### config.mk
export PLATFORM = sky130hd
export DESIGN_NAME = cav_clamp
export DESIGN_NICKNAME = d
export VERILOG_FILES = /design/src/hw/rtl/assert_macros.svh /design/src/hw/rtl/cav_pkg.sv /design/src/hw/rtl/cav_clamp.sv
export SDC_FILE = /design/constraint.sdc
export NUM_CORES = 1
export LEC_CHECK = 0
export BUFFER_PORTS_ARGS = -buffer_cell sky130_fd_sc_hd__buf_4
export CORE_MARGIN = 2
export CORE_UTILIZATION = 52
export DETAILED_ROUTE_END_ITERATION = 10
export PLACE_DENSITY = 0.93
export SKIP_LAST_GASP = 1
export SYNTH_ARGS = -nofsm -noshare
export SYNTH_HDL_FRONTEND = slang
export SYNTH_SLANG_ARGS = --single-unit
### constraint.sdc
create_clock -name clk -period 5.1 [get_ports clk]
set_clock_uncertainty 0.2 [all_clocks]
set_input_delay 1.275 -clock clk [delete_from_list [all_inputs] [get_ports clk]]
set_output_delay 1.275 -clock clk [all_outputs]
set_load 0.05 [all_outputs]
### src/hw/rtl/assert_macros.svh
`ifndef ASSERT_MACROS_SVH
`define ASSERT_MACROS_SVH

// Check a property on every rising edge of clk, idle while arst_n is low.
`define ASSERT_CLK(label, prop, msg) \
	label: assert property (@(posedge clk) disable iff (!arst_n) (prop)) else $error(msg);

// Check an implication: post must hold in the cycle after pre.
`define ASSERT_NEXT(label, pre, post, msg) \
	label: assert property (@(posedge clk) disable iff (!arst_n) (pre) |=> (post)) \
		else $error(msg);

`endif

### src/hw/rtl/cav_pkg.sv
`timescale 1ns / 1ps
`default_nettype none

package cav_pkg;

	localparam int ITERATIONS_DEF = 24;
	localparam int DATA_WIDTH_DEF = 32;

	// width of the input coordinate ports and of the angle port
	localparam int COORD_W = 32;
	localparam int ANGLE_W = 32;
	// angle accumulator: pi plus the whole table sum needs 33 signed bits
	localparam int ACC_W = 33;
	localparam int TABLE_DEPTH = 32;

	localparam logic signed [ACC_W-1:0] ANGLE_PI = 33'sd1686629713;
	localparam logic signed [ACC_W-1:0] ANGLE_NEG_PI = -33'sd1686629713;

	// round(atan(2^-i) * 2^29)
	localparam logic signed [ACC_W-1:0] ATAN_TABLE [TABLE_DEPTH] = '{
		33'sd421657428, 33'sd248918915, 33'sd131521918, 33'sd66762579,
		33'sd33510843, 33'sd16771758, 33'sd8387925, 33'sd4194219,
		33'sd2097141, 33'sd1048575, 33'sd524288, 33'sd262144,
		33'sd131072, 33'sd65536, 33'sd32768, 33'sd16384,
		33'sd8192, 33'sd4096, 33'sd2048, 33'sd1024,
		33'sd512, 33'sd256, 33'sd128, 33'sd64,
		33'sd32, 33'sd16, 33'sd8, 33'sd4,
		33'sd2, 33'sd1, 33'sd0, 33'sd0
	};

endpackage

`default_nettype wire

### src/hw/rtl/cav_clamp.sv
`timescale 1ns / 1ps
`default_nettype none

module cav_clamp (
	input  logic                               clk,
	input  logic                               arst_n,
	input  logic                               up_valid,
	output logic                               up_ready,
	input  logic signed [cav_pkg::ACC_W-1:0]   acc_up,
	input  logic                               zero_up,
	output logic                               dn_valid,
	input  logic                               dn_ready,
	output logic signed [cav_pkg::ANGLE_W-1:0] angle
);
	import cav_pkg::*;

	logic                      valid_q;
	logic signed [ANGLE_W-1:0] angle_q;
	logic signed [ACC_W-1:0]   acc_sat;
	logic                      load;

	// hold the residual inside [-pi, pi]; a zero vector gives zero
	always_comb begin
		if (zero_up) begin
			acc_sat = '0;
		end else if (acc_up > ANGLE_PI) begin
			acc_sat = ANGLE_PI;
		end else if (acc_up < ANGLE_NEG_PI) begin
			acc_sat = ANGLE_NEG_PI;
		end else begin
			acc_sat = acc_up;
		end
	end

	assign up_ready = !valid_q || dn_ready;
	assign load     = up_valid && up_ready;

	always_ff @(posedge clk or negedge arst_n) begin
		if (!arst_n) begin
			valid_q <= 1'b0;
		end else if (up_ready) begin
			valid_q <= up_valid;
		end
	end

	always_ff @(posedge clk) begin
		if (load) begin
			angle_q <= acc_sat[ANGLE_W-1:0];
		end
	end

	assign dn_valid = valid_q;
	assign angle    = angle_q;

endmodule

`default_nettype wire

# Yosys cells after proc, flatten, opt, wreduce, memory -nomap -nowiden
# Cells that the tools add are included.
# totals
ff_bits,33
in_bits,38
out_inout_bits,34
wordCells,11
# op_classes
order_cmp,2
mux,2
n_reduce_logical,4
# op_table
operator,n
$gt A33 B32 Y1 const B,1
$lt A33 B32 Y1 const B,1
$mux W32,1
$mux W31,1
$reduce_or A2 Y1,1
$logic_and A1 B1 Y1,1
$logic_not A1 Y1,1
$logic_or A1 B1 Y1,1

# Logic depth before layout (Yosys ltp)
# logic_depth
ltp_word,3
depth_mapped,7
depth_no_buf,5

# Worst setup path after synthesis
# OpenSTA, ideal clock, no wires.
# synth_path
path_type,input to register
startpoint,in acc_up[22] (netlist name)
endpoint,"reg angle_q[20], in the netlist angle[20], data pin"
setup_time_ns,0.276
arrival_ns,2.776
required_time_ns,4.624
setup_slack_ns,1.849
path_stages,6
path_buffers,1
path_cell_list,or4_1 and4bb_1 o2111ai_1 a21oi_2 buf_6 a211oi_2
# synth_via
elab_chain_cells,2
elab_cells_between_ends,4
cone_classes,order compare: 2; mux: 1; reduce/logical: 1
# synth_lines
element,line,text
start: declaration,cav_clamp.sv:9,"input logic signed [cav_pkg::ACC_W-1:0] acc_up,"
$lt A33 B32 Y1 or $gt A33 B32 Y1 (tied branches),"cav_clamp.sv:28, cav_clamp.sv:26",
$mux W32 or $reduce_or A2 Y1 (tied branches),--,
end signal: assignment,cav_clamp.sv:48,angle_q <= acc_sat[ANGLE_W-1:0];
end: declaration,cav_clamp.sv:18,logic signed [ANGLE_W-1:0] angle_q;
# Parallel ways exist; a longest one is shown, timed or not.
# A chain may end at the register's enable or synchronous reset.

# Worst setup path after layout
# layout_path
startpoint,in acc_up[22] (netlist name)
endpoint,"reg angle_q[9], in the netlist angle[9], data pin"
# The elaborated chain is that of the path after synthesis.

==> results.ini <==
[status]
status = complete, no violations

[sta]
timing.final.crit_share_pct = 67.4
min_period_ns = 3.44
relSlewSlack_pct = 19.4
timing.setup.tns_ns = 0
clock.fmax_ghz = 0.291
hold_violations = 0
rsz0062_at_grt = false
slew_viol_final = 0
tightestPinTransition_ns = 1.21
setup_violations = 0

[route]
first_iter_violations = 71
drc = 0
wl_um = 4060
postRouteAntennaNets = 0
via_count = 1516
drt-wirelength-per-cell_um = 14.6
viasPerCell = 5.45
first_pass_iters = 4

[flow_run]
maxCapViolations = 0

[clock_tree]
clockBufferDepth = 2
post_cts_buffers = 0
cts_tree = yes
post_cts_resize_count = 0
clock_latency_ns = 0.32
clk_pin_slew_ns = 0.09
cts.sinks = 33
hold_buffers = 0
htree_num_levels = 2
cts_inserted_buffers = 5
root_buffer = clkbuf_4

[finish]
num-fill-cells = 265
drive_above_1_share_pct = 43.5
nets = 269
fin_area_mm2 = 0.00243
post-route-util_pct = 72.1
seqCellArea_um2 = 986
final_cell_count_no_fill = 278
area_growth_pct = 32.9
multi_input_area_um2 = 711
diodes = 0

[placed_design]
placed_cells = 270
place_congestion = 0.871
io_buffers = 71
dpl-instance-area_mm2 = 0.00238
hpwl_um = 3150

[worst_setup_path]
worst_ep_required_time_ns = 4.94
rrSetupSlack_ns = 2.92
rr_startpoint = dn_valid
worstSetupPathType = in -> reg
rr_worst_depth = 3
r2r-end = angle[20]
critPathCaptureType = register
start_kind = primary input
arrival_ns = 3.27
path_max_fanout = 16

[yosys]
syn_nets = 198
yosysUniqueCellTypes = 43
yosys.area.top_type = edfxtp_1
avgSynthCellArea_um2 = 11.4
ys_ff_latch = 33
syn_inst = 160
synth_top_area_share_pct = 52.6
async_reset_ff_share_pct = 3.03
syn_area_mm2 = 0.00183
synth_edf_count = 32
yosys_warnings = 0
yosys-top-cells-area = edfxtp_1, a211oi_2, a21oi_2
synth_ff_type = edfxtp_1
ys_seq_area_share_pct = 54.0

[power]
leakage_nw = 0.977
p_total_w = 0.000644
pwr-share-clk_pct = 20.9
p_comb_share_pct = 28.7
p_seq_share_pct = 50.4
switchingPower_w = 0.000206
ir_drop_v = 0.000133
p_sw_share_pct = 32.0
p_per_area_mw_per_mm2 = 265
p_int_w = 0.000438

[floorplan]
start_util_pct = 54.3
die_x_um = 63.3
fp-row-count = 21
die_h_um = 63.3
pin_count = 72
die_area_mm2 = 0.00400
core_mm2 = 0.00336

[grt]
overflow = 0
grt_pass1_wl_um = 6610
grt_use_met3_pct = 5.00
grt.met1_usage_pct = 27.5
grt_use_met2_pct = 36.8
grt_max_degree = 34
grt-busiest-layer = met2
grt.total_usage_pct = 21.7
antenna_found_initial = 0
grt_pass1_vias = 1403

[worst_hold_path]
worstHoldStart = dn_valid
whs_path_depth = 2
hold_class = reg -> reg
hold-path-endpoint = dn_valid

-- cells by family (layout without fill, tap and decap cells) --
| logic type | after synthesis | in the layout | share of synthesized area (%) |
|---|---|---|---|
| AOI/OAI and AO/OA | 60 | 60 | 26.4 |
| and+or+nand+nor | 39 | 39 | 12.5 |
| DFF | 33 | 33 | 54.0 |
| buffers and inverters | 28 | 100 | 7.06 |
-- worst max-delay path by stage --
| stage | from | end | slack, ns | cells after the start |
|---|---|---|---|---|
| floorplan | acc_up[22] | angle[20] | 1.85 | 6 |
| global placement | acc_up[22] | angle[24] | 1.40 | 6 |
| detailed placement | acc_up[22] | angle[31] | 1.32 | 6 |
| CTS | acc_up[22] | angle[9] | 1.67 | 6 |
| global route | acc_up[22] | angle[31] | 1.53 | 6 |
| finish | acc_up[22] | angle[9] | 1.66 | 6 |
-- cells in the mapped netlist, types with 2 or more instances --
cell type / n
a211oi_1: 6
a211oi_2: 9
a21oi_1: 4
a21oi_2: 11
buf_6: 3
clkbuf_1: 5
edfxtp_1: 32
inv_1: 18
nand2_1: 6
nand2b_1: 2
nand3_1: 3
nand4b_1: 3
nor2_1: 5
nor3_1: 4
nor4_1: 4
o21ai_0: 15
o2bb2ai_1: 3
or3_1: 2
-- registers in the layout, indices dropped and copies added, names as in the netlist --
signal / count
angle: 32
dn_valid: 1
-- stage by stage --
step / hold WS [ns] / setup slack [ns]
2_1_floorplan: 0.779 / 1.85
3_3_place_gp: 0.312 / 1.40
3_5_place_dp: 0.326 / 1.32
4_1_cts: 0.345 / 1.67
5_1_grt: 0.389 / 1.53
6_report: 0.335 / 1.66
-- cells in the final DEF, fill, tap and decap left out, types with 2 or more instances in the layout --
master / instances
clkbuf_4: 5
nor3_1: 4
nor4_1: 4
inv_1: 18
o2bb2ai_1: 3
nand2_1: 6
o21ai_0: 15
edfxtp_1: 32
or3_1: 2
a211oi_2: 9
buf_4: 74
a21oi_1: 4
a211oi_1: 6
nor2_1: 5
nand4b_1: 3
clkbuf_1: 3
nand3_1: 3
nand2b_1: 2
a21oi_2: 11
-- critical path: stages --
cell       delay (ns)
buf_4            0.12
or4_1            0.55
and4bb_1         0.33
o2111ai_1        0.17
a21oi_2          0.72
a211oi_1         0.11
-- power groups by stage --
stage / clock network (W) / logic [W] / registers, W
6_report: 0.000134 / 0.000185 / 0.000325
5_1_grt: 0.000150 / 0.000196 / 0.000327
4_1_cts: 0.000136 / 0.000185 / 0.000325
3_5_place_dp: 0 / 0.000184 / 0.000331
3_3_place_gp: 0 / 0.000181 / 0.000330
2_1_floorplan: 0 / 0.0000575 / 0.000392
-- layout make-up --
class | count | share of cell area [%]
Clock buffer | 8 | 2.01
Inverter | 18 | 2.78
Multi-Input combinational cell | 99 | 29.3
Sequential cell | 33 | 40.6
Tap cell | 46 | 2.37
Timing Repair Buffer | 74 | 22.9
-- per-layer routing --
layer / part of all wire, % / vias to the layer above / routed length [µm]
li1: - / 759 / -
met1: 40 / 677 / 1630
met2: 51 / 73 / 2070
met3: 7.7 / 7 / 311
met4: 1.4 / 0 / 58
met5: 0 / - / 0
Power figures use the tool's default switching activity.
