$ cat config.mk
export PLATFORM = sky130hd
export DESIGN_NAME = cav_prep
export DESIGN_NICKNAME = d
export VERILOG_FILES = /design/src/hw/rtl/assert_macros.svh /design/src/hw/rtl/cav_pkg.sv /design/src/hw/rtl/cav_prep.sv
export SDC_FILE = /design/constraint.sdc
export NUM_CORES = 1
export LEC_CHECK = 0
export BUFFER_PORTS_ARGS = -buffer_cell sky130_fd_sc_hd__buf_2
export CAP_MARGIN = 20
export CELL_PAD_IN_SITES_DETAIL_PLACEMENT = 1
export CELL_PAD_IN_SITES_GLOBAL_PLACEMENT = 1
export CORE_UTILIZATION = 37
export DETAILED_ROUTE_END_ITERATION = 10
export PLACE_DENSITY = 0.86
export SYNTH_ARGS = -nofsm -noshare
export SYNTH_HDL_FRONTEND = slang
export SYNTH_SLANG_ARGS = --single-unit
$ cat constraint.sdc
create_clock -name clk -period 3.4 [get_ports clk]
set_clock_uncertainty 0.15 [all_clocks]
set_input_delay 0 -clock clk [delete_from_list [all_inputs] [get_ports clk]]
set_output_delay 0 -clock clk [all_outputs]
set_load 0.02 [all_outputs]
$ cat src/hw/rtl/assert_macros.svh
`ifndef ASSERT_MACROS_SVH
`define ASSERT_MACROS_SVH

// Check a property on every rising edge of clk, idle while arst_n is low.
`define ASSERT_CLK(label, prop, msg) \
	label: assert property (@(posedge clk) disable iff (!arst_n) (prop)) else $error(msg);

// Check an implication: post must hold in the cycle after pre.
`define ASSERT_NEXT(label, pre, post, msg) \
	label: assert property (@(posedge clk) disable iff (!arst_n) (pre) |=> (post)) \
		else $error(msg);

`endif

$ cat src/hw/rtl/cav_pkg.sv
`timescale 1ns / 1ps
`default_nettype none

package cav_pkg;

	localparam int ITERATIONS_DEF = 24;
	localparam int DATA_WIDTH_DEF = 32;

	// width of the input coordinate ports and of the angle port
	localparam int COORD_W = 32;
	localparam int ANGLE_W = 32;
	// angle accumulator: pi plus the whole table sum needs 33 signed bits
	localparam int ACC_W = 33;
	localparam int TABLE_DEPTH = 32;

	localparam logic signed [ACC_W-1:0] ANGLE_PI = 33'sd1686629713;
	localparam logic signed [ACC_W-1:0] ANGLE_NEG_PI = -33'sd1686629713;

	// round(atan(2^-i) * 2^29)
	localparam logic signed [ACC_W-1:0] ATAN_TABLE [TABLE_DEPTH] = '{
		33'sd421657428, 33'sd248918915, 33'sd131521918, 33'sd66762579,
		33'sd33510843, 33'sd16771758, 33'sd8387925, 33'sd4194219,
		33'sd2097141, 33'sd1048575, 33'sd524288, 33'sd262144,
		33'sd131072, 33'sd65536, 33'sd32768, 33'sd16384,
		33'sd8192, 33'sd4096, 33'sd2048, 33'sd1024,
		33'sd512, 33'sd256, 33'sd128, 33'sd64,
		33'sd32, 33'sd16, 33'sd8, 33'sd4,
		33'sd2, 33'sd1, 33'sd0, 33'sd0
	};

endpackage

`default_nettype wire

$ cat src/hw/rtl/cav_prep.sv
`timescale 1ns / 1ps
`default_nettype none

module cav_prep #(
	parameter int DATA_WIDTH = cav_pkg::DATA_WIDTH_DEF,
	parameter int PATH_W     = cav_pkg::DATA_WIDTH_DEF + 2
) (
	input  logic                                clk,
	input  logic                                arst_n,
	input  logic                                up_valid,
	output logic                                up_ready,
	input  logic signed [cav_pkg::COORD_W-1:0]  y_coord,
	input  logic signed [cav_pkg::COORD_W-1:0]  x_coord,
	output logic                                dn_valid,
	input  logic                                dn_ready,
	output logic signed [PATH_W-1:0]            y_dn,
	output logic signed [PATH_W-1:0]            x_dn,
	output logic signed [cav_pkg::ACC_W-1:0]    acc_dn,
	output logic                                zero_dn
);
	import cav_pkg::*;

	logic                     valid_q;
	logic signed [PATH_W-1:0] y_q, x_q;
	logic signed [ACC_W-1:0]  acc_q;
	logic                     zero_q;

	logic [DATA_WIDTH-1:0]    y_raw, x_raw;
	logic signed [PATH_W-1:0] y_ext, x_ext, y_fold, x_fold;
	logic signed [ACC_W-1:0]  acc_init;
	logic                     left_half, load;

	// keep the low DATA_WIDTH bits and sign-extend them into the wide path
	assign y_raw = y_coord[DATA_WIDTH-1:0];
	assign x_raw = x_coord[DATA_WIDTH-1:0];
	assign y_ext = {{(PATH_W-DATA_WIDTH){y_raw[DATA_WIDTH-1]}}, y_raw};
	assign x_ext = {{(PATH_W-DATA_WIDTH){x_raw[DATA_WIDTH-1]}}, x_raw};

	assign left_half = x_ext[PATH_W-1];

	always_comb begin
		y_fold   = left_half ? -y_ext : y_ext;
		x_fold   = left_half ? -x_ext : x_ext;
		acc_init = '0;
		if (left_half) begin
			// start at -pi when the folded y is strictly positive
			acc_init = (!y_fold[PATH_W-1] && (y_fold != '0)) ? ANGLE_NEG_PI : ANGLE_PI;
		end
	end

	assign up_ready = !valid_q || dn_ready;
	assign load     = up_valid && up_ready;

	always_ff @(posedge clk or negedge arst_n) begin
		if (!arst_n) begin
			valid_q <= 1'b0;
		end else if (up_ready) begin
			valid_q <= up_valid;
		end
	end

	always_ff @(posedge clk) begin
		if (load) begin
			y_q    <= y_fold;
			x_q    <= x_fold;
			acc_q  <= acc_init;
			zero_q <= (y_raw == '0) && (x_raw == '0);
		end
	end

	assign dn_valid = valid_q;
	assign y_dn     = y_q;
	assign x_dn     = x_q;
	assign acc_dn   = acc_q;
	assign zero_dn  = zero_q;

endmodule

`default_nettype wire

# ---- Word-level counts from Yosys, hierarchy flattened
# Index checks and enable logic that the tools add are counted.
dict set report totals {
  input_bits 68
  register_bits 103
}
dict set report classes {
  n_addsub 2
  muxes 3
  n_reduce_logical 9
}
# operator n
set ops {}
lappend ops {{$neg 32->34} 2}
lappend ops {{$logic_not 32->1} 2}
lappend ops {{$mux 34} 1}
lappend ops {{$reduce_bool 34->1} 1}
lappend ops {{$mux 33} 1}
lappend ops {{$mux 31} 1}
lappend ops {{$logic_and 1x1->1} 3}
lappend ops {{$logic_not 1->1} 2}
lappend ops {{$logic_or 1x1->1} 1}

# ---- Depth between registers and ports, before layout
dict set report logic_depth {
  ltp_word 5
  ltp_mapped 10
}

# ---- Least setup slack after synthesis
# Ideal clock, no wire load.
dict set report synth_timing {
  kind {flip-flop to flip-flop}
  from {reg valid_q (netlist: dn_valid)}
  to {reg acc_q[0] (netlist: acc_dn[0]) (enable)}
  path_slack_ns 0.382
  setup_ns 0.438
  path_buffers 0
  path_stages_with_launch 3
  required_time_ns 2.812
  t_arrival_ns 2.430
  period_less_slack_ns 3.018
  path_cell_list {dfrtp_1 nand2b_1 and2_1}
}
dict set report synth_via {
  elab_chain_cells 3
}
# element line
set synth_lines {}
lappend synth_lines {{start, declared} cav_prep.sv:23} ;# logic valid_q;
lappend synth_lines {{start signal, assigned} cav_prep.sv:58} ;# valid_q <= up_valid;
lappend synth_lines {{$logic_not 1->1} cav_prep.sv:51} ;# assign up_ready = !valid_q || dn_ready;
lappend synth_lines {{$logic_or 1x1->1} cav_prep.sv:51}
lappend synth_lines {{via up_ready} cav_prep.sv:11} ;# output logic up_ready,
lappend synth_lines {{$logic_and 1x1->1} cav_prep.sv:52} ;# assign load = up_valid && up_ready;
lappend synth_lines {{via load} cav_prep.sv:31} ;# logic left_half, load;
lappend synth_lines {{end signal, assigned} cav_prep.sv:66} ;# acc_q <= acc_init;
lappend synth_lines {{end, declared} cav_prep.sv:25} ;# logic signed [ACC_W-1:0] acc_q;
# The timed path passes the listed nets, and every way through them passes these cells.
# A chain may end at the register's enable or synchronous reset.

# ---- Worst setup path in the final report
dict set report layout_timing {
  from {in x_coord[7] in the netlist's numbering}
  to {reg x_q[27] (netlist: x_dn[27]) (data pin)}
}
dict set report layout_via {
  elab_chain_cells 2
}
# element line
set layout_lines {}
lappend layout_lines {{start, declared} cav_prep.sv:13} ;# input logic signed [cav_pkg::COORD_W-1:0] x_coord,
lappend layout_lines {{$neg 32->34} cav_prep.sv:43} ;# x_fold = left_half ? -x_ext : x_ext;
lappend layout_lines {{$mux 31} cav_prep.sv:43}
lappend layout_lines {{via x_fold[27]} cav_prep.sv:29} ;# logic signed [PATH_W-1:0] y_ext, x_ext, y_fold, x_fold;
lappend layout_lines {{end signal, assigned} cav_prep.sv:65} ;# x_q <= x_fold;
lappend layout_lines {{end, declared} cav_prep.sv:24} ;# logic signed [PATH_W-1:0] y_q, x_q;
# The timed path passes the listed nets, and every way through them passes these cells.

==> impl_metrics.yaml <==
worst_setup_path:
  worst_stage_delay_on_the_critical_path_ns: 0.57
  crit_path_max_fanout: 5
  critPathBufInv: 4
  arrival_time_worst_endpoint_ns: 3.17
  crit_type: "input port to flop"
  critical-path-slowest-cell: "dlygate4sd3_1"
  timing.critical_path.cells: "dlygate4sd3_1, buf_2, nor4_1, buf_4, nand2_1, or3_1, or4_4, o31ai_2, xnor2_1, dlygate4sd3_1"
  timing.critical_path.from_type: "input port"
  timing.critical_path.mode_cell: "dlygate4sd3_1"
  path_delay_family: "buffers and inverters"
  worstSetupEndpointType: "flop"
  endpoint_required_time_on_the_critical_path_ns: 3.33
run:
  max-cap-violations: 0
sta:
  maxClockFrequency_mhz: 309.0
  report.final.hold_viol_count: 0
  timing_max_transition_violations_final: 0
  tns_ns: 0
  finalSetupViolCount: 0
  grt_setup_unrepaired: "false"
  fin_crit_sh_pct: 95.17
  worst_slew_pin_slew_ns: 1.020
  worst_slew_margin_rel_pct: 32.01
  period_needed_ns: 3.236
final_layout:
  share_of_post_route_cells_with_drive_strength_above_1_pct: 33.33
  layout-area-overhead-vs-synth_pct: 41.67
  postLayoutCellArea_sq_um: 6215
  insertedDiodeCount: 0
  final_net_count: 689
  n_fill_cell: 1289
clocking:
  ctsLongestPathBuffers: 2
  cts_root_buf: "clkbuf_16"
  clk_pin_slew_ns: 0.06
  cts_htree_levels: 3
  numClockSinks: 73
  tritoncts: "done"
  numCtsBuffers: 9
  clock_latency_reported_for_the_late_side_of_the_worst_skew_pair_ns: 0.33
  postCtsSetupRepairBufs: 0
global_route:
  grt_use_total_pct: 26.37
  antenna_found_initial: 0
  largest_net_degree_at_the_start_of_global_routing: 73
  met1_usage_pct: 32.16
  busiest_layer_in_global_routing: "met2"
  grt_pass1_vias: 4400
  global_route.usage.met3_pct: 5.686
  use_met2_pct: 45.92
  grt_pass1_wl_microns: 25030
  grt-ovfl-total: 0
floorplanning:
  floorplan.initialDensity_pct: 38.25
  core-area_sq_um: 11470
  io-pin-count: 172
  fp-row-count: 39
  die_area_sq_um: 12300
  die_height_microns: 110.9
  floorplan.die.width_microns: 110.9
synthesis:
  yosys-top-cells-area: "edfxtp_1, xnor2_1, buf_4"
  mappedNetlistArea_sq_um: 4387
  async_reset_ff_share_pct: 1.370
  yosys.cell_types.count: 52
  synth_enable_flop_cells: 72
  synth_register_bits: 73
  post-synth-top-area-cell: "edfxtp_1"
  synth.yosys.seq_area_share_pct: 49.86
  synthCells: 407
  primary_flip_flop_cell_chosen_by_synthesis_mapping: "edfxtp_1"
  synth_top_cell_area_share_pct: 49.29
  synthesis.area_per_instance_sq_um: 10.78
  top_cell_types_by_occurrence_after_synthesis: "edfxtp_1, xnor2_1, buf_4, nand2_1, o21ai_0"
  synth_most_common_cell: "edfxtp_1"
  ys_warn_count: 0
power:
  vdd_ir_drop_max_v: 0.0002251
  p_per_area_nw_per_um2: 422.1
  power_leakage_nw: 2.391
detailed_routing:
  pre_antenna_drt_iters: 4
  wirelength_microns: 16080
  detail_route.wl_per_cell_microns: 20.97
  antenna_violating_nets_post_route: 0
  detail_route.vias_per_cell: 5.439
  detailroute.via_count: 4172
  drt-initial-drc-count: 261
  drc: 0
placement:
  dp.final_hpwl_microns: 10300
  place.gp.congestion: 0.8991
  placed_cell_area_sq_um: 5190
  numPortBuffers: 171
hold_path:
  min-delay-path-class: "input port to flop"
run_status:
  outcome: "finished clean"
## layout by cell type (no fill, tap or decap), types with 2 or more instances in the layout
master	count
dlygate4sd3_1	70
a211oi_1	2
nand3_1	11
buf_2	171
nor4_1	17
or4_4	2
nor2_1	16
conb_1	2
a21oi_1	6
clkbuf_1	2
nor4_4	2
xnor2_1	56
clkinv_4	2
a41oi_1	5
nand2_1	28
or2_2	3
clkinv_1	2
nand2b_1	7
inv_1	8
o21ai_0	22
buf_4	10
o41ai_1	7
o31ai_1	15
nor3_1	15
nand4_1	5
nor4_2	2
or4_1	13
xor2_1	4
or3_1	9
ha_1	2
edfxtp_1	72
and3_1	2
clkbuf_16	9
## worst register-to-register path: stages (launching register included)
cell and delay, ns:
dfrtp_1 0.37, nand2b_1 0.11, and2_4 0.80
## repair_timing
action	in CTS	in global routing
gates resized for setup	0	6
hold buffers	70	0
endpoints found under the setup margin	0	2
hold endpoints to repair	62	0
## routing by layer
layer | up-vias | routed length, microns | share of wire [%]
met4 | 0 | 366 | 2.3
li1 | 1925 | - | -
met5 | - | 0 | 0
met2 | 145 | 8261 | 51
met1 | 2072 | 6603 | 41
met3 | 30 | 852 | 5.3
## worst paths after layout
kind,from,endpoint,slack (ns),cells after the start
max,x_coord[7],x_dn[27]$_DFFE_PP_,0.16,10
min,y_coord[9],y_dn[9]$_DFFE_PP_,0.02,2
max reg2reg,dn_valid$_DFFE_PN0N_,y_dn[4]$_DFFE_PP_,1.50,2
min reg2reg,dn_valid$_DFFE_PN0N_,dn_valid$_DFFE_PN0N_,0.93,3
max in group asynchronous,arst_n,dn_valid$_DFFE_PN0N_,2.64,3
min in group asynchronous,arst_n,dn_valid$_DFFE_PN0N_,0.36,3
## cell families (layout without fill, tap and decap cells)
family,Yosys count,after routing,synth area share (%)
AO/OA/AOI/OAI,70,70,11.38
XOR/XNOR,60,60,11.98
adder cells (fa/ha/maj),2,2,0.5704
buffers and inverters,60,276,7.901
flip-flops,73,73,49.86
multiplexers,1,1,0.2282
other,1,2,0.08549
AND/OR/NAND/NOR,140,140,18.00
## area by class of cell
| class | instances | area (sq um) | area share (%) |
|---|---|---|---|
| tap | 143 | 178.9 | 2.879 |
| sequential | 73 | 2187 | 35.19 |
| inverter | 9 | 33.78 | 0.5436 |
| clock buffer | 11 | 232.7 | 3.745 |
| clock inverter | 5 | 56.30 | 0.9060 |
| multi-input combinational | 275 | 1894 | 30.48 |
| timing repair buffer | 251 | 1632 | 26.25 |
## through the flow
| stage | setup WS (ns) | std cells | total power, W | hold slack (ns) | util [%] |
|---|---|---|---|---|---|
| after floorplan | 0.3820 | 408 | 0.001427 | -0.4456 | - |
| after global routing | 0.006409 | 767 | 0.002711 | 0.03444 | 54.20 |
| after CTS | 0.006222 | 767 | 0.002612 | 0.005788 | 53.89 |
| after detailed placement | 0.1664 | 681 | 0.001600 | -0.3748 | 45.26 |
| final | 0.1643 | 767 | 0.002623 | 0.02354 | 54.20 |
| after global placement | 0.2774 | 681 | 0.001580 | -0.3751 | 45.26 |
## sequential cells by signal, summed over array words and instances, names as in the netlist
register	cells
y_dn	34
x_dn	34
zero_dn	1
dn_valid	1
acc_dn	3
## report_power, final
part / switching (W) / internal, W / total (W)
registers: 0.0000238 / 0.00108 / 0.00110
clock network: 0.000378 / 0.000568 / 0.000946
logic: 0.000350 / 0.000226 / 0.000576
total: 0.000752 / 0.00187 / 0.00262
Note: power is estimated with default switching activity, not from simulation.
