## src/hw/rtl/assert_macros.svh

```systemverilog
`ifndef ASSERT_MACROS_SVH
`define ASSERT_MACROS_SVH

// Check a property on every rising edge of clk, idle while arst_n is low.
`define ASSERT_CLK(label, prop, msg) \
	label: assert property (@(posedge clk) disable iff (!arst_n) (prop)) else $error(msg);

// Check an implication: post must hold in the cycle after pre.
`define ASSERT_NEXT(label, pre, post, msg) \
	label: assert property (@(posedge clk) disable iff (!arst_n) (pre) |=> (post)) \
		else $error(msg);

`endif

```

## src/hw/rtl/cav_pkg.sv

```systemverilog
`timescale 1ns / 1ps
`default_nettype none

package cav_pkg;

	localparam int ITERATIONS_DEF = 24;
	localparam int DATA_WIDTH_DEF = 32;

	// width of the input coordinate ports and of the angle port
	localparam int COORD_W = 32;
	localparam int ANGLE_W = 32;
	// angle accumulator: pi plus the whole table sum needs 33 signed bits
	localparam int ACC_W = 33;
	localparam int TABLE_DEPTH = 32;

	localparam logic signed [ACC_W-1:0] ANGLE_PI = 33'sd1686629713;
	localparam logic signed [ACC_W-1:0] ANGLE_NEG_PI = -33'sd1686629713;

	// round(atan(2^-i) * 2^29)
	localparam logic signed [ACC_W-1:0] ATAN_TABLE [TABLE_DEPTH] = '{
		33'sd421657428, 33'sd248918915, 33'sd131521918, 33'sd66762579,
		33'sd33510843, 33'sd16771758, 33'sd8387925, 33'sd4194219,
		33'sd2097141, 33'sd1048575, 33'sd524288, 33'sd262144,
		33'sd131072, 33'sd65536, 33'sd32768, 33'sd16384,
		33'sd8192, 33'sd4096, 33'sd2048, 33'sd1024,
		33'sd512, 33'sd256, 33'sd128, 33'sd64,
		33'sd32, 33'sd16, 33'sd8, 33'sd4,
		33'sd2, 33'sd1, 33'sd0, 33'sd0
	};

endpackage

`default_nettype wire

```

## src/hw/rtl/cav_cell.sv

```systemverilog
`timescale 1ns / 1ps
`default_nettype none

module cav_cell #(
	parameter int PATH_W = cav_pkg::DATA_WIDTH_DEF + 2,
	parameter int SHIFT  = 0
) (
	input  logic                             clk,
	input  logic                             arst_n,
	input  logic                             up_valid,
	output logic                             up_ready,
	input  logic signed [PATH_W-1:0]         y_up,
	input  logic signed [PATH_W-1:0]         x_up,
	input  logic signed [cav_pkg::ACC_W-1:0] acc_up,
	input  logic                             zero_up,
	output logic                             dn_valid,
	input  logic                             dn_ready,
	output logic signed [PATH_W-1:0]         y_dn,
	output logic signed [PATH_W-1:0]         x_dn,
	output logic signed [cav_pkg::ACC_W-1:0] acc_dn,
	output logic                             zero_dn
);
	import cav_pkg::*;

	localparam logic signed [ACC_W-1:0] STEP_ANGLE = ATAN_TABLE[SHIFT];

	logic                     valid_q;
	logic signed [PATH_W-1:0] y_q, x_q;
	logic signed [ACC_W-1:0]  acc_q;
	logic                     zero_q;

	logic signed [PATH_W-1:0] dx, dy, y_next, x_next;
	logic signed [ACC_W-1:0]  acc_next;
	logic                     load;

	assign dx = x_up >>> SHIFT;
	assign dy = y_up >>> SHIFT;

	// rotate toward the x axis, direction set by the sign of y
	always_comb begin
		if (y_up[PATH_W-1]) begin
			y_next   = y_up + dx;
			x_next   = x_up - dy;
			acc_next = acc_up - STEP_ANGLE;
		end else begin
			y_next   = y_up - dx;
			x_next   = x_up + dy;
			acc_next = acc_up + STEP_ANGLE;
		end
	end

	assign up_ready = !valid_q || dn_ready;
	assign load     = up_valid && up_ready;

	always_ff @(posedge clk or negedge arst_n) begin
		if (!arst_n) begin
			valid_q <= 1'b0;
		end else if (up_ready) begin
			valid_q <= up_valid;
		end
	end

	always_ff @(posedge clk) begin
		if (load) begin
			y_q    <= y_next;
			x_q    <= x_next;
			acc_q  <= acc_next;
			zero_q <= zero_up;
		end
	end

	assign dn_valid = valid_q;
	assign y_dn     = y_q;
	assign x_dn     = x_q;
	assign acc_dn   = acc_q;
	assign zero_dn  = zero_q;

endmodule

`default_nettype wire

```

## config.mk

```make
export PLATFORM = sky130hd
export DESIGN_NAME = cav_cell
export DESIGN_NICKNAME = d
export VERILOG_FILES = /design/src/hw/rtl/assert_macros.svh /design/src/hw/rtl/cav_pkg.sv /design/src/hw/rtl/cav_cell.sv
export SDC_FILE = /design/constraint.sdc
export NUM_CORES = 1
export LEC_CHECK = 0
export ABC_AREA = 0
export BUFFER_PORTS_ARGS = -buffer_cell sky130_fd_sc_hd__buf_2
export CAP_MARGIN = 5
export CORE_ASPECT_RATIO = 1.75
export CORE_MARGIN = 3
export CORE_UTILIZATION = 57
export DETAILED_ROUTE_END_ITERATION = 8
export HOLD_SLACK_MARGIN = 0.06
export PLACE_DENSITY = 0.83
export SLEW_MARGIN = 20
export SYNTH_ARGS = -nofsm -noshare
export SYNTH_HDL_FRONTEND = slang
export SYNTH_SLANG_ARGS = --single-unit
```

## constraint.sdc

```tcl
create_clock -name clk -period 4.7 [get_ports clk]
set_clock_uncertainty 0.05 [all_clocks]
set_input_delay 0.94 -clock clk [delete_from_list [all_inputs] [get_ports clk]]
set_output_delay 0.94 -clock clk [all_outputs]
set_load 0.02 [all_outputs]
```

* After elaboration in Yosys (flattened, before gate mapping)
Index checks and enable logic that the tools add are counted.
** Operators by class
- Reductions and logical operators :: 3
- Muxes and demuxes :: 3
- Add/sub/neg operators :: 5
** Operators by type and width (count)
- $mux W34 :: 2
- $sub A34 B34 Y34 :: 2
- $add A34 B34 Y34 :: 1
- $add A33 B30 Y33 const B :: 1
- $mux W33 :: 1
- $sub A33 B30 Y33 const B :: 1
- $logic_and A1 B1 Y1 :: 1
- $logic_not A1 Y1 :: 1
- $logic_or A1 B1 Y1 :: 1
** Storage, ports and cells
- Output and inout bits :: 104
- Logic and storage cells :: 16
- Register bits :: 103
- Input port bits :: 106

* Depth between registers and ports, before layout
Gate-level depths: netlist (run 1).
- Depth after elaboration :: 3
- Gate-level depth with buffers :: 13
- Gate-level depth less buffers :: 11

* Worst setup path before layout (run 1)
Ideal clock, no wire load.
- Kind :: input port to flip-flop
- Start :: input y_up[33]
- End :: register acc_q[27], in the netlist acc_dn[27], data pin
- Required time :: 4389 ps
- Arrival time :: 3824 ps
- Buffers on the path :: 2
- Stages :: 13
- Setup time :: 261 ps
- Path slack :: 565 ps
- Cells stage by stage :: inv_1 -> clkbuf_1 -> buf_1 -> ha_1 -> a21o_1 -> a21oi_1 -> nor2b_1 -> or4_1 -> o221ai_1 -> o21ai_0 -> nand3_1 -> nand2_1 -> xor2_1
** On the way
- Cells in the longest elaborated chain, start to end :: 1
** RTL lines
- from (decl) :: line cav_cell.sv:12 : input logic signed [PATH_W-1:0] y_up,
- $mux W33 :: line cav_cell.sv:41 : if (y_up[PATH_W-1]) begin
- named net acc_next[27] :: line cav_cell.sv:33 : logic signed [ACC_W-1:0] acc_next;
- to (signal assigned) :: line cav_cell.sv:67 : acc_q <= acc_next;
- to (decl) :: line cav_cell.sv:29 : logic signed [ACC_W-1:0] acc_q;
The timed path passes the listed nets, and every way through them passes these cells.
A chain may end at the register's enable or synchronous reset.

* Worst setup path after layout (run 1)
- Start :: input y_up[2]
- End :: register x_q[26], in the netlist x_dn[26], data pin
** On the way
- Cells in the longest elaborated chain, start to end :: 2
- Elaborated cells on any way between the ends :: 3
- Classes of those cells :: 2 x add/sub; 1 x mux
** RTL lines
- $add A34 B34 Y34 or $sub A34 B34 Y34 (tied branches) :: line cav_cell.sv:47, cav_cell.sv:43
- $mux W34 (*) :: line cav_cell.sv:41
- named net x_next[26] :: line cav_cell.sv:32 : logic signed [PATH_W-1:0] dx, dy, y_next, x_next;
- to (signal assigned) :: line cav_cell.sv:66 : x_q <= x_next;
- to (decl) :: line cav_cell.sv:28 : logic signed [PATH_W-1:0] y_q, x_q;
Mark *: on every way through the listed nets, which the timed path passes. The rest lies on a longest branch.

==> metrics.csv, run 1 <==
stage,metric,value,unit
sta,worst_slew_pin_slew,1130,ps
clocking,numCtsBuffers,9,
clocking,hold_buffers,0,
sta,hold_violations,0,
placement,place_hpwl,27700,µm
drt,wl,34400,µm
floorplanning,core,17500,µm²
logic_synthesis,syn_area,10200,µm²
pwr,powerDensity,289,nW/µm²
clocking,post_cts_buffers,0,
layout,final_area,11900,µm²
grt,grt_max_degree,56,
logic_synthesis,synth-warning-count,0,
logic_synthesis,synth_top_cell_by_area,edfxtp_1,
logic_synthesis,ys_types,67,
drt,initialDrtViolationCount,798,
layout,final_cells,1617,
grt,grt_use_total,0.342,
pwr,power_leakage,5.40,nW
floorplanning,die_h,183,µm
clocking,clock_path_buffers,2,
logic_synthesis,syn-mean-instance-area,8.66,µm²
setup_path,worstPathRequired,4760,ps
sta,whs,286,ps
grt,grt-ovfl-total,0,
logic_synthesis,synth_fp_nets,1422,
outcome,status,"complete, no violations",
sta,finalMaxSlewViolations,0,
logic_synthesis,yosys-top-cells-area,"edfxtp_1, ha_1, a21oi_1, xnor2_1, o21ai_0",
placement,placed_area,11600,µm²
sta,setup_violations,0,
floorplanning,die_x,107,µm
drt,firstDrtPassIters,7,
pwr,ir_drop,0.000177,V
placement,place_congestion,1.04,
floorplanning,ios,210,
sta,rsz0062_at_grt,false,
sta,fin_crit_sh,0.943,
logic_synthesis,ys_seq_area_frac,0.299,
sta,fin_crit,4430,ps
setup_path,path_max_fanout,8,
sta,fmaxAchievable,0.226,GHz
grt,grt_pass1_vias,10200,
setup_path,endpoint_kind,register,
layout,drive_gt1_frac,0.194,
clocking,clkTransAtPathRegs,80,ps
floorplanning,rows,64,
drt,vias,10100,
setup_path,path_class,in -> reg,
setup_path,cp-start-kind,input port,
logic_synthesis,synth-main-ff-cell,edfxtp_1,
grt,grt_pass1_wl,52100,µm
logic_synthesis,synth_edf_count,101,
drt,drc,0,
placement,place.port_buffers,209,
drt,final_antenna_net_count,0,
job,cap_violations,0,
layout,nets,1619,
clocking,clk_latency,360,ps
logic_synthesis,synthArstFlopShare,0.00980,
floorplanning,die-area,19700,µm²
setup_path,crit_arrival,4500,ps
clocking,cts_resized,0,
grt,grt_antenna_before_repair,1,
clocking,cts_tree,built,
drt,drt-wirelength-per-cell,21.3,µm
logic_synthesis,synthCells,1183,
clocking,cts_htree_levels,3,
drt,via_per_inst,6.28,
clocking,root_buffer,clkbuf_16,
layout,fin_util,0.678,
logic_synthesis,yosysTopAreaCellShare,0.296,
layout,syn2layout_area_growth,16.2,%
placement,placedCellCount,1600,
min_path,hold_path.class,in -> async,
clocking,clock-sinks,102,
sta,slew_headroom,0.236,
logic_synthesis,synth-seq-cells,102,
floorplanning,floorplan.initialDensity,0.584,
-- cell type report --
cell class                 count  area [µm²]
multi-input combinational    922        6580
fill                        1511        5640
sequential                   102        3060
timing repair buffer         235        1240
inverter                     110         414
tap                          231         289
clock buffer                   9         225
clock inverter                 7        90.1
antenna                        1        2.50
-- worst max-delay path: stages --
cell      delay (ps)
buf_2            110
inv_1             40
ha_1             360
clkinv_2         140
a21oi_1          110
o41ai_1          920
a21oi_1          310
o311ai_0         590
a21oi_1          140
o31ai_1          420
buf_4            190
a21oi_1           70
xnor2_1          160
-- cells in the mapped netlist (3+ instances only) --
library cell,count
o21a_1,12
xnor2_1,76
fa_1,4
o22ai_1,4
ha_1,129
nand4_1,16
a31oi_1,11
nor4_1,6
buf_4,3
a2111oi_0,5
and4_1,5
mux2i_1,15
o31ai_1,10
nand3_1,22
nand2_1,49
a221oi_1,8
nor2_1,79
and2_1,5
o41ai_1,5
buf_1,10
a21boi_0,3
a311oi_1,5
or2_2,5
nor3_1,23
a211oi_1,19
o211ai_1,8
a21o_1,45
and3_1,10
or3_1,8
edfxtp_1,101
inv_1,107
a21oi_1,152
nand3b_1,3
o31a_1,3
clkbuf_1,36
xor2_1,14
o21ai_0,85
nor2b_1,11
o21bai_1,25
nand2b_1,12
-- sequential cells by signal, indices dropped and copies added (netlist names) --
signal / cells
zero_dn: 1
dn_valid: 1
acc_dn: 33
y_dn: 33
x_dn: 34
-- path summary, 6_finish.rpt --
| kind | start | to | slack, ps | depth (start not counted) |
|---|---|---|---|---|
| max reg2reg | dn_valid | acc_dn[24] | 2660 | 3 |
| max in group asynchronous | arst_n | dn_valid | 4230 | 1 |
| max | y_up[2] | x_dn[26] | 270 | 13 |
| min in group clk | dn_valid | dn_valid | 500 | 2 |
| min | arst_n | dn_valid | 290 | 1 |
| min reg2reg | dn_valid | dn_valid | 500 | 2 |
-- stage by stage --
step	total power [W]	TNS [ps]	setup slack, ps
after floorplan	0.00214	0	565
after global placement	0.00258	0	117
after detailed placement	0.00259	-137	-69.8
after CTS	0.00341	0	316
after global routing	0.00358	0	74.0
final	0.00343	0	268
-- metal layers --
metal,global-route usage,wire [µm]
met5,0,0
met4,0.262,2940
met3,0.0479,2040
met2,0.650,18400
met1,0.318,11000
-- logic make-up (layout without fill, tap and decap cells) --
| logic type | after synthesis | count (layout) | synth area share |
|---|---|---|---|
| mux | 16 | 16 | 0.0158 |
| buf+inv | 159 | 361 | 0.0595 |
| fa+ha+maj | 133 | 133 | 0.165 |
| compound gates | 423 | 423 | 0.259 |
| flops | 102 | 102 | 0.299 |
| xor+xnor | 90 | 90 | 0.0770 |
| simple gates | 260 | 260 | 0.125 |
| other cells | 0 | 1 | 0 |
-- placed cells by master (no fill, tap or decap), drive strengths merged, types with 6 or more instances in the layout --
cell / count
buf: 235
a21oi: 152
ha: 129
inv: 110
edfxtp: 101
o21ai: 85
nor2: 79
xnor2: 76
nand2: 50
a21o: 45
o21bai: 25
nor3: 23
nand3: 22
a211oi: 20
nand4: 16
mux2i: 15
xor2: 14
nand2b: 12
o21a: 12
a31oi: 11
nor2b: 11
and3: 10
o31ai: 10
clkbuf: 9
or3: 9
a221oi: 8
o211ai: 8
a311oi: 7
nor4: 6
a2111oi: 6
clkinv: 6
-- report_power, final --
part           internal [W]  leakage [nW]  switching [W]
logic              0.000514          4.27       0.000902
registers           0.00116         0.972      0.0000302
clock network      0.000428         0.158       0.000400
(Power assumes the default switching activity.)
==> run 2: changes to the inputs <==
Settings changed: CELL_PAD_IN_SITES_DETAIL_PLACEMENT set to 0, CELL_PAD_IN_SITES_GLOBAL_PLACEMENT set to 1, CORE_UTILIZATION 57 to 42, CTS_CLUSTER_DIAMETER set to 60.
==> run 2 against run 1 <==
Effect of this change:
- cell count is 5.2% higher
- sequential cell count stayed put
- sequential share of layout area is 0.33 points lower
- core utilization is 18 points lower
- highest routed layer unchanged
- worst setup slack better by 120 ps
- clock power is 2% lower
- first-iteration DRC count is 24% lower
- combinational power hardly changed
==> metrics.csv, run 2 (synthesis gave the netlist of run 1 again) <==
stage,metric,value,unit
sta,hold_violations,0,
setup_path,crit_arrival,4390,ps
setup_path,cp-start-kind,input port,
placement,placed_area,11700,µm²
pwr,p_sw_frac,0.382,
floorplanning,floorplan.initialDensity,0.426,
outcome,status,"complete, no violations",
grt,grt_use_total,0.254,
layout,final_area,12100,µm²
floorplanning,rows,75,
floorplanning,ios,210,
sta,fin_crit_sh,0.917,
drt,drc,0,
clocking,clkTransAtPathRegs,70,ps
sta,fmaxAchievable,0.232,GHz
layout,layout_commonest_cell,buf_2,
floorplanning,die-area,26400,µm²
floorplanning,die_h,213,µm
setup_path,path_delay_family,compound AO/OA/AOI/OAI gates,
sta,worst_slew_pin_slew,763,ps
clocking,hold_buffers,0,
drt,via_per_inst,5.73,
sta,rsz0062_at_grt,false,
setup_path,startpoint,y_up[8],
layout,syn2layout_area_growth,17.7,%
drt,final_antenna_net_count,0,
clocking,clock-sinks,102,
drt,firstDrtPassIters,5,
sta,finalMaxSlewViolations,0,
sta,fin_crit,4310,ps
clocking,numCtsBuffers,9,
drt,initialDrtViolationCount,610,
setup_path,path_buf_inv,4,
pwr,p_int,0.00210,W
setup_path,max_stage_delay,550,ps
pwr,ir_drop,0.000193,V
pwr,p_sw,0.00130,W
layout,nets,1627,
placement,placedCellCount,1685,
setup_path,worstPathRequired,4780,ps
setup_path,endpoint_kind,register,
grt,grt_pass1_wl,50900,µm
grt,grt_max_degree,102,
pwr,p_total,0.00340,W
pwr,p_comb_frac,0.414,
grt,grt_antenna_before_repair,0,
clocking,cts_tree,built,
pwr,powerDensity,282,nW/µm²
clocking,clock_path_buffers,2,
pwr,power_frac_clock,0.237,
placement,place.port_buffers,209,
drt,wl,34000,µm
placement,place_hpwl,27200,µm
setup_path,path_max_fanout,11,
floorplanning,core,24000,µm²
sta,setup_violations,0,
drt,drt-wirelength-per-cell,20.0,µm
setup_path,crit_top_cell,o21ai_0,
setup_path,path_class,in -> reg,
clocking,root_buffer,clkbuf_16,
clocking,clk_latency,380,ps
floorplanning,die_x,124,µm
layout,final_cells,1701,
clocking,cts_htree_levels,3,
clocking,post_cts_buffers,0,
layout,largest_reg_flops,34,
pwr,pwr-share-seq,0.349,
grt,grt_pass1_vias,9748,
layout,antenna_cells,0,
placement,place_congestion,0.947,
sta,slew_headroom,0.485,
pwr,power_leakage,5.42,nW
setup_path,crit_slowest_cell,nor3_1,
grt,grt-ovfl-total,0,
setup_path,r2r-start,dn_valid,
clocking,cts_resized,0,
sta,whs,269,ps
drt,vias,9743,
layout,final_cell_mix,"buf_2, a21oi_1, ha_1, inv_1, edfxtp_1",
min_path,hold_path.class,in -> async,
layout,drive_gt1_frac,0.198,
setup_path,crit_chain,"buf_2, inv_1, ha_1, nor3_1, o21ai_0, o22ai_1, o21ai_0, buf_4, a221o_1, o21ai_0, buf_4, o22ai_1, a22o_1, xor2_1",
job,cap_violations,0,
==> run 2: cell count changes in the layout (fill, tap and decap cells not counted) <==
| cell | delta |
|---|---|
| inv_8 | -2 |
| clkinv_8 | -1 |
| buf_12 | +1 |
| clkinvlp_4 | +2 |
| inv_6 | +2 |
| clkinv_2 | -1 |
| diode_2 | -1 |
| buf_4 | +7 |
==> run 2: stage by stage <==
| stage | setup WS [ps] | utilization | TNS, ps |
|---|---|---|---|
| finish | 392 | 0.502 | 0 |
| global route | 232 | 0.502 | 0 |
| CTS | 435 | 0.502 | 0 |
| detailed placement | 27.8 | 0.489 | 0 |
| global placement | -18.7 | 0.489 | -18.7 |
| floorplan | 565 | - | 0 |
==> run 2: power groups by stage <==
| stage | logic, W | clock network (W) | registers (W) |
|---|---|---|---|
| after detailed placement | 0.00139 | 0 | 0.00121 |
| after global placement | 0.00139 | 0 | 0.00121 |
| after global routing | 0.00153 | 0.000857 | 0.00120 |
| final | 0.00141 | 0.000808 | 0.00119 |
| after CTS | 0.00140 | 0.000830 | 0.00119 |
| after floorplan | 0.000796 | 0 | 0.00134 |
==> run 2: final cells by class <==
class	count	area, µm²
fill	2442	12000
multi-input combinational	922	6580
sequential	102	3060
timing repair buffer	243	1310
inverter	110	414
tap	308	385
clock buffer	9	225
clock inverter	7	78.8
==> run 2: path summary, 6_finish.rpt <==
kind                             to  slack [ps]  depth (start not counted)
max                        y_dn[33]         390                         14
min                        dn_valid         270                          1
max reg2reg                x_dn[19]        3110                          3
min reg2reg                dn_valid         490                          2
max in group asynchronous  dn_valid        4250                          1
min in group clk           dn_valid         490                          2
==> run 2: metal layers <==
| layer | GRT usage | wire (µm) | vias up |
|---|---|---|---|
| li1 | - | - | 4737 |
| met1 | 0.260 | 12100 | 4565 |
| met2 | 0.485 | 18500 | 349 |
| met3 | 0.0303 | 1570 | 92 |
| met4 | 0.140 | 1800 | 0 |
| met5 | 0 | 0 | - |
